## src/hw/rtl/sgtr_pkg.sv

```systemverilog
// Package: shared types, constants and font table for the glyph text renderer.
package sgtr_pkg;

  localparam int FrameWidth  = 400;
  localparam int FrameHeight = 300;
  localparam int RowBytes    = FrameWidth / 8;
  localparam int StoreBytes  = RowBytes * FrameHeight;
  localparam int AddrW       = $clog2(StoreBytes);

  typedef enum logic [1:0] {
    CMD_CLEAR = 2'd0,
    CMD_DRAW  = 2'd1,
    CMD_READ  = 2'd2,
    CMD_NONE  = 2'd3
  } cmd_t;

  typedef struct packed {
    cmd_t        command;
    logic [7:0]  char_code;
    logic [7:0]  char_index;
    logic signed [11:0] x_pos;
    logic signed [11:0] y_pos;
    logic [3:0]  scale;
    logic [13:0] read_address;
  } item_t;

  typedef enum logic [2:0] {
    ST_IDLE,
    ST_CLEAR,
    ST_PIXEL,
    ST_RMW,
    ST_READ,
    ST_READ_WAIT,
    ST_DONE
  } state_t;

  function automatic logic [7:0] glyph_col(input logic [7:0] code, input logic [2:0] col);
    logic [39:0] g;
    g = 40'h0;
    case (code)
      8'h41: g = 40'h7E1111117E; 8'h42: g = 40'h7F49494936;
      8'h43: g = 40'h3E41414122; 8'h44: g = 40'h7F4141221C;
      8'h45: g = 40'h7F49494941; 8'h46: g = 40'h7F09090901;
      8'h47: g = 40'h3E4149493A; 8'h48: g = 40'h7F0808087F;
      8'h49: g = 40'h00417F4100; 8'h4B: g = 40'h7F08142241;
      8'h4C: g = 40'h7F40404040; 8'h4D: g = 40'h7F020C027F;
      8'h4E: g = 40'h7F0408107F; 8'h4F: g = 40'h3E4141413E;
      8'h50: g = 40'h7F09090906; 8'h52: g = 40'h7F09192946;
      8'h53: g = 40'h2649494932; 8'h54: g = 40'h01017F0101;
      8'h55: g = 40'h3F4040403F; 8'h56: g = 40'h1F2040201F;
      8'h57: g = 40'h3F4038403F; 8'h58: g = 40'h6314081463;
      8'h59: g = 40'h0708700807; 8'h5A: g = 40'h6151494543;
      8'h61: g = 40'h2054545478; 8'h62: g = 40'h7F48444438;
      8'h63: g = 40'h3844444428; 8'h64: g = 40'h384444287F;
      8'h65: g = 40'h3854545418; 8'h66: g = 40'h00087E0902;
      8'h67: g = 40'h18A4A4A47C; 8'h68: g = 40'h7F08040478;
      8'h69: g = 40'h00447D4000; 8'h6B: g = 40'h7F10284400;
      8'h6C: g = 40'h00417F4000; 8'h6D: g = 40'h7C04180478;
      8'h6E: g = 40'h7C08040478; 8'h6F: g = 40'h3844444438;
      8'h70: g = 40'h7C14141408; 8'h72: g = 40'h7C08040408;
      8'h73: g = 40'h4854545424; 8'h74: g = 40'h043F444020;
      8'h75: g = 40'h3C4040207C; 8'h76: g = 40'h1C2040201C;
      8'h77: g = 40'h3C4030403C;
      8'h30: g = 40'h3E5149453E; 8'h31: g = 40'h00427F4000;
      8'h32: g = 40'h4261514946; 8'h33: g = 40'h2141454B31;
      8'h34: g = 40'h1814127F10; 8'h35: g = 40'h2745454539;
      8'h36: g = 40'h3C4A494930; 8'h37: g = 40'h0171090503;
      8'h38: g = 40'h3649494936; 8'h39: g = 40'h064949291E;
      8'h3A: g = 40'h0000363600; 8'h2D: g = 40'h0808080808;
      8'h2E: g = 40'h0060600000; 8'h2F: g = 40'h2010080402;
      8'h21: g = 40'h00005F0000;
      default: g = 40'h0;
    endcase
    case (col)
      3'd0: glyph_col = g[39:32];
      3'd1: glyph_col = g[31:24];
      3'd2: glyph_col = g[23:16];
      3'd3: glyph_col = g[15:8];
      default: glyph_col = g[7:0];
    endcase
  endfunction

endpackage

```

## src/hw/rtl/sgtr_front.sv

```systemverilog
// Front end: accepts commands into a short queue ahead of the renderer.
module sgtr_front (
  input  logic                clk,
  input  logic                rst,
  input  logic                valid,
  output logic                ready,
  input  sgtr_pkg::item_t     in_item,
  output logic                q_valid,
  input  logic                q_ready,
  output sgtr_pkg::item_t     q_item
);

  sgtr_pkg::item_t slots [2];
  logic wr_ptr, rd_ptr;
  logic [1:0] count;

  assign ready   = (count != 2'd2);
  assign q_valid = (count != 2'd0);
  assign q_item  = slots[rd_ptr];

  always_ff @(posedge clk) begin
    if (valid && ready) begin
      slots[wr_ptr] <= in_item;
    end
  end

  always_ff @(posedge clk) begin
    if (rst) begin
      wr_ptr <= 1'b0;
      rd_ptr <= 1'b0;
      count  <= 2'd0;
    end else begin
      if (valid && ready) wr_ptr <= ~wr_ptr;
      if (q_valid && q_ready) rd_ptr <= ~rd_ptr;
      count <= count + {1'b0, valid && ready} - {1'b0, q_valid && q_ready};
    end
  end

endmodule

```

## config.mk

```make
export PLATFORM = sky130hd
export DESIGN_NAME = sgtr_front
export DESIGN_NICKNAME = d
export VERILOG_FILES = /design/src/hw/rtl/sgtr_pkg.sv /design/src/hw/rtl/sgtr_front.sv
export SDC_FILE = /design/constraint.sdc
export NUM_CORES = 1
export LEC_CHECK = 0
export ABC_AREA = 0
export BUFFER_PORTS_ARGS = -buffer_cell sky130_fd_sc_hd__clkbuf_2
export CAP_MARGIN = 20
export CORE_MARGIN = 4
export CORE_UTILIZATION = 55
export CTS_CLUSTER_DIAMETER = 100
export DETAILED_ROUTE_END_ITERATION = 10
export PLACE_DENSITY = 0.83
export REMOVE_ABC_BUFFERS = 1
export SLEW_MARGIN = 20
export SYNTH_ARGS = -nofsm -noshare
export SYNTH_HDL_FRONTEND = slang
export SYNTH_SLANG_ARGS = --single-unit
```

## constraint.sdc

```tcl
create_clock -name clk -period 10.4 [get_ports clk]
set_input_delay 0.52 -clock clk [delete_from_list [all_inputs] [get_ports clk]]
set_output_delay 0.52 -clock clk [all_outputs]
set_load 0.005 [all_outputs]
```

==> metrics.txt, run 1 <==
port buffer count 125; nets around 420; RD Place Congestion slightly above 0.7; CP delay by family, top flip-flops; Clock Pin Slew Worst Setup and Hold Paths 0.06 ns; most common cell after layout, fill and taps aside clkbuf_2; hold wc startpoint in_item[59]; global-route wire length before repair around 12 mm; max_slew headroom between 40% and 50%; WHS Endpoint slots[1][59]; Critical Path AT 1.97 ns; RSZ-0062 raised after global routing false; Achievable Freq roughly 400 MHz; Slew Viols, Final 0; largest net degree at the start of global routing 61; Crit Path Max Fanout 33; GRT overflow 0; Worst R2R End slots[0][13]; Worst path slowest cell dfxtp_4; I/O pin count 126; Setup Buffers After CTS 0; Setup WS pre-CTS between 8 and 9 ns; DRC viols 0; initial antenna violation count 0; Total Power 0.001558 W; FILL cells 575; crit path time final 2.486 ns; Min-Delay Path Class in2reg; HPWL Detailed between 5 and 6 mm; TritonCTS clock tree built; post_cts resized 0; Post-Syn Area 4868 um^2; Peak VDD IR 0.2071 mV; WL per Instance 16.33 um; Rows 34; Post-Synthesis Cells 211; final worst slack 7.914 ns; kind of critical path reg2out; worst path bufs/invs 2; Core ar. 8678 um^2; area leader, netlist edfxtp_1; max capacitance violation total 0; RR Startpoint count[0]; post-route clock period utilization 23.90%; 1st-pass router iterations 4; status completed; final WL 7.710 mm; most frequent cells in the layout clkbuf_2 (125), edfxtp_1 (120), mux2_4 (60); yosys warns 0; share of layout cells above drive strength 1 about 60%; Synth Register Bits between 100 and 150; Yosys top cell area share 74.02%; CP max stage delay between 0.6 and 0.7 ns; sequential area share after synthesis 76.07%; DIE WIDTH 102.1 um; drt via density about 5; DR iter-0 viols around 100; hold_buf cts 0; CTS H-tree lvls 4; post-synth cell types 17; worst-margin pin slew 0.8177 ns; Synth-to-Final Area Change 25.78%; number of global-route vias before repair 2,451; LEAKAGE 2.476 nW; dominant cells by area after synthesis edfxtp_1 (74%), mux2_4 (19%), buf_12 (2.5%), dfxtp_1 (2.1%), ha_1 (0.51%); hold path depth 1; worst reg2reg setup slack 8.22 ns; WP data required 9.88 ns; Total GRT Usage 15.39%; Diodes inserted 0; Worst Reg-to-Reg Cells 4; Worst-Skew Late Latency 0.49 ns; Clock Skews 0.007937 ns; Detail Route Antenna Nets 0; Longest Clk Path Bufs 2; crit path launch type flop; syn_area_per_cell 23.07 um^2; die footprint 10,420 um^2; Vias 2,322; final setup fails 0; root buf cell clkbuf_8; Initial Util roughly 56%; final hold violation count 0; clock sinks 125; pwr/cell area 254.5 nW/um^2; TritonCTS buffer count 17; worst path cell trace buf_16, mux2_4, clkbuf_2; Die Ht 102.1 um; TNS Setup 0 ns; critical path endpoint category output port
==> worst max path at each step <==
stage | depth (start not counted) | from | slack [ns] | end
after floorplan | 2 | valid | 6.83 | slots[0][0]
after global placement | 4 | valid | 8.16 | slots[0][49]
after detailed placement | 4 | valid | 8.10 | slots[0][23]
after CTS | 2 | flop | 7.73 | q_item[34]
after global routing | 3 | flop | 7.80 | q_item[1]
final | 3 | flop | 7.91 | q_item[43]
==> synth_stat cells <==
| master | instances |
|---|---|
| nor2_1 | 5 |
| ha_1 | 2 |
| or2_2 | 1 |
| edfxtp_1 | 120 |
| dfxtp_1 | 5 |
| nor2b_1 | 2 |
| buf_12 | 6 |
| mux2_4 | 60 |
| mux2_2 | 1 |
| and3_1 | 1 |
| inv_1 | 1 |
| xor2_1 | 1 |
| xnor2_1 | 2 |
| nand2_2 | 1 |
| o21a_1 | 1 |
| buf_6 | 1 |
| nand2b_2 | 1 |
==> cells by family (layout without fill, tap and decap cells) <==
logic type / Yosys count / in the layout / share of synthesized area (%)
muxes: 61 / 61 / 18.74
AOI/OAI and AO/OA: 1 / 1 / 0.1543
DFF: 125 / 125 / 76.07
buffers and inverters: 8 / 161 / 2.776
adders and majority gates: 2 / 2 / 0.5139
and+or+nand+nor: 11 / 11 / 1.208
xor gates and xnor gates: 3 / 3 / 0.5398
==> registers in the layout, indices dropped and copies added, names as in the netlist, named ones only <==
register,cells
wr_ptr,1
slots,120
count,2
rd_ptr,1
==> cell type report <==
class,instances,area [um^2],share of cell area [%]
flip-flops and latches,125,3707,60.54
repair buffers,128,668.1,10.91
clock buffers,19,421.7,6.886
inverters,1,3.754,0.06130
well taps,108,135.1,2.207
clock inverters,13,148.9,2.432
multi-input cells,78,1039,16.96
==> through the flow <==
stage / cells / hold slack (ns) / util, % / instance area [um^2]
2_1_floorplan: 204 / 0.4809 / - / 4737
3_3_place_gp: 439 / 0.4965 / 63.67 / 5525
3_5_place_dp: 439 / 0.5131 / 63.67 / 5525
4_1_cts: 471 / 0.1902 / 70.24 / 6096
5_1_grt: 472 / 0.1792 / 70.56 / 6123
6_report: 472 / 0.2142 / 70.56 / 6123
==> power breakdown <==
| group | internal, W | total [W] | switching (W) |
|---|---|---|---|
| clock network | 0.000361 | 0.000556 | 0.000195 |
| registers | 0.000635 | 0.000673 | 0.0000388 |
| logic | 0.000193 | 0.000328 | 0.000135 |
==> routing by layer <==
metal | share of wire [%] | GRT usage, %
met1 | 39 | 17.86
met3 | 7.8 | 6.075
met5 | 0 | 0
met2 | 53 | 25.49
met4 | 0.58 | 6.660
Power figures use the tool's default switching activity.
==> run 2, diff against run 1 <==
--- a/config.mk
+++ b/config.mk
@@ -9,10 +9,10 @@
 export BUFFER_PORTS_ARGS = -buffer_cell sky130_fd_sc_hd__clkbuf_2
 export CAP_MARGIN = 20
 export CORE_MARGIN = 4
-export CORE_UTILIZATION = 55
+export CORE_UTILIZATION = 52
 export CTS_CLUSTER_DIAMETER = 100
 export DETAILED_ROUTE_END_ITERATION = 10
-export PLACE_DENSITY = 0.83
+export PLACE_DENSITY = 0.79
 export REMOVE_ABC_BUFFERS = 1
 export SLEW_MARGIN = 20
 export SYNTH_ARGS = -nofsm -noshare
==> constraint.sdc (replaced) <==
create_clock -name clk -period 2.42 [get_ports clk]
set_input_delay 0.121 -clock clk [delete_from_list [all_inputs] [get_ports clk]]
set_output_delay 0.121 -clock clk [all_outputs]
set_load 0.005 [all_outputs]
==> metrics.txt, run 2 (same netlist as run 1, synthesis figures left out) <==
Diodes inserted 0; Core ar. 9196 um^2; nets 480; CTS H-tree lvls 4; Worst R2R End slots[1][16]; Clock Skews 0.01028 ns; 1st-pass router iterations 4; RSZ-0062 raised after global routing false; final setup fails 0; Register Area 3707 um^2; max capacitance violation total 0; Setup Buffers After CTS 0; final WL ~8.9 mm; kind of critical path reg2out; post-route clock period utilization approximately 86%; FILL cells 553; most frequent cells in the layout clkbuf_2 (125), edfxtp_1 (120), dlygate4sd3_1 (62); share of layout cells above drive strength 1 52.93%; Peak VDD IR 0.6412 mV; Setup WS pre-CTS 0.7169 ns; GRT overflow 0; I/O pin count roughly 130; drt via density approximately 4.8; LEAKAGE approximately 2.8 nW; Largest regs slots x120, count x2; Clock Pin Slew Worst Setup and Hold Paths approximately 0.060 ns; port buffer count between 100 and 150; WP data required around 2.3 ns; post_cts resized 0; status completed; Critical Path AT 1.96 ns; hold_buf cts 62; critical path endpoint category output port; Worst Reg-to-Reg Cells 3; final worst slack 0.3385 ns; largest net degree at the start of global routing 51; die footprint about 11,000 um^2; worst reg2reg setup slack 0.73 ns; max reg flops 120; number of global-route vias before repair 2,787; TritonCTS clock tree built; Synth-to-Final Area Change 39.42%; area of the multi-input gates ~1000 um^2; WL per Instance 16.47 um; Finished Layout Cells 538; Crit Path Max Fanout 39; crit path launch type flop; crit path time final between 2 and 2.5 ns; Worst-Skew Late Latency 0.50 ns; root buf cell clkbuf_8; DIE WIDTH 104.8 um; Vias 2,564; pwr/cell area 1016 nW/um^2; DR iter-0 viols 72; dpl cells 444; most common cell after layout, fill and taps aside clkbuf_2; Min-Delay Path Class in2reg; HPWL Detailed 5.298 mm; clock sinks 125; Longest Clk Path Bufs 2; Total GRT Usage 16.64%; Die Ht 104.8 um; fin util 73.81%; final hold violation count 0; DRC viols 0; Rows 35; Detail Route Antenna Nets 0; hold wc startpoint q_ready; Largest Register slots; worst-margin pin slew 0.5406 ns; hold path depth 4; initial antenna violation count 0; global-route wire length before repair 13.97 mm; TritonCTS buffer count 17; RR Startpoint count[0]; max_slew headroom between 60% and 70%; Slew Viols, Final 0; RD Place Congestion 0.7271; Initial Util 52.94%; Achievable Freq between 400 and 500 MHz; hold_ws 0.07628 ns
run 2: how the worst max path moves through the flow:
| stage | from | to | slack, ns | cells past startpoint |
|---|---|---|---|---|
| 2_1_floorplan | count[0] | slots[0][0] | -1.14 | 3 |
| 3_3_place_gp | count[0] | slots[1][13] | 0.79 | 3 |
| 3_5_place_dp | count[0] | slots[1][13] | 0.72 | 3 |
| 4_1_cts | flop | q_item[2] | 0.31 | 3 |
| 5_1_grt | flop | q_item[15] | 0.25 | 3 |
| 6_report | flop | q_item[55] | 0.34 | 3 |
run 2: per-layer routing:
layer / wire [um] / up-vias / GRT usage [%]
li1: - / 1237 / -
met1: 3626 / 1226 / 19.75
met2: 4527 / 92 / 27.45
met3: 612 / 9 / 6.115
met4: 93 / 0 / 6.842
met5: 0 / - / 0
run 2: cell type report:
| cell class | count | area share (%) |
|---|---|---|
| Clock buffer | 18 | 6.157 |
| Clock inverter | 14 | 2.470 |
| Inverter | 1 | 0.05530 |
| Multi-Input combinational cell | 78 | 15.30 |
| Sequential cell | 125 | 54.62 |
| Tap cell | 111 | 2.046 |
| Timing Repair Buffer | 191 | 19.35 |
run 2: per-stage QoR:
step                      total power (W)  TNS, ns  instance area (um^2)
final                            0.006899        0                  6788
after floorplan                  0.003896   -97.63                  4737
after CTS                        0.006943        0                  6788
after global routing             0.007192        0                  6788
after global placement           0.004355        0                  5582
after detailed placement         0.004397        0                  5582
run 2: worst max-delay path, stage by stage (launching register included):
cell,delay (ns)
dfxtp_4,0.62
buf_12,0.34
mux2_4,0.33
clkbuf_2,0.13
run 2: report_power, final:
group / switching (W) / internal [W] / total (W)
combinational: 0.000644 / 0.000911 / 0.00155
sequential: 0.000150 / 0.00272 / 0.00287
clock: 0.000902 / 0.00157 / 0.00247
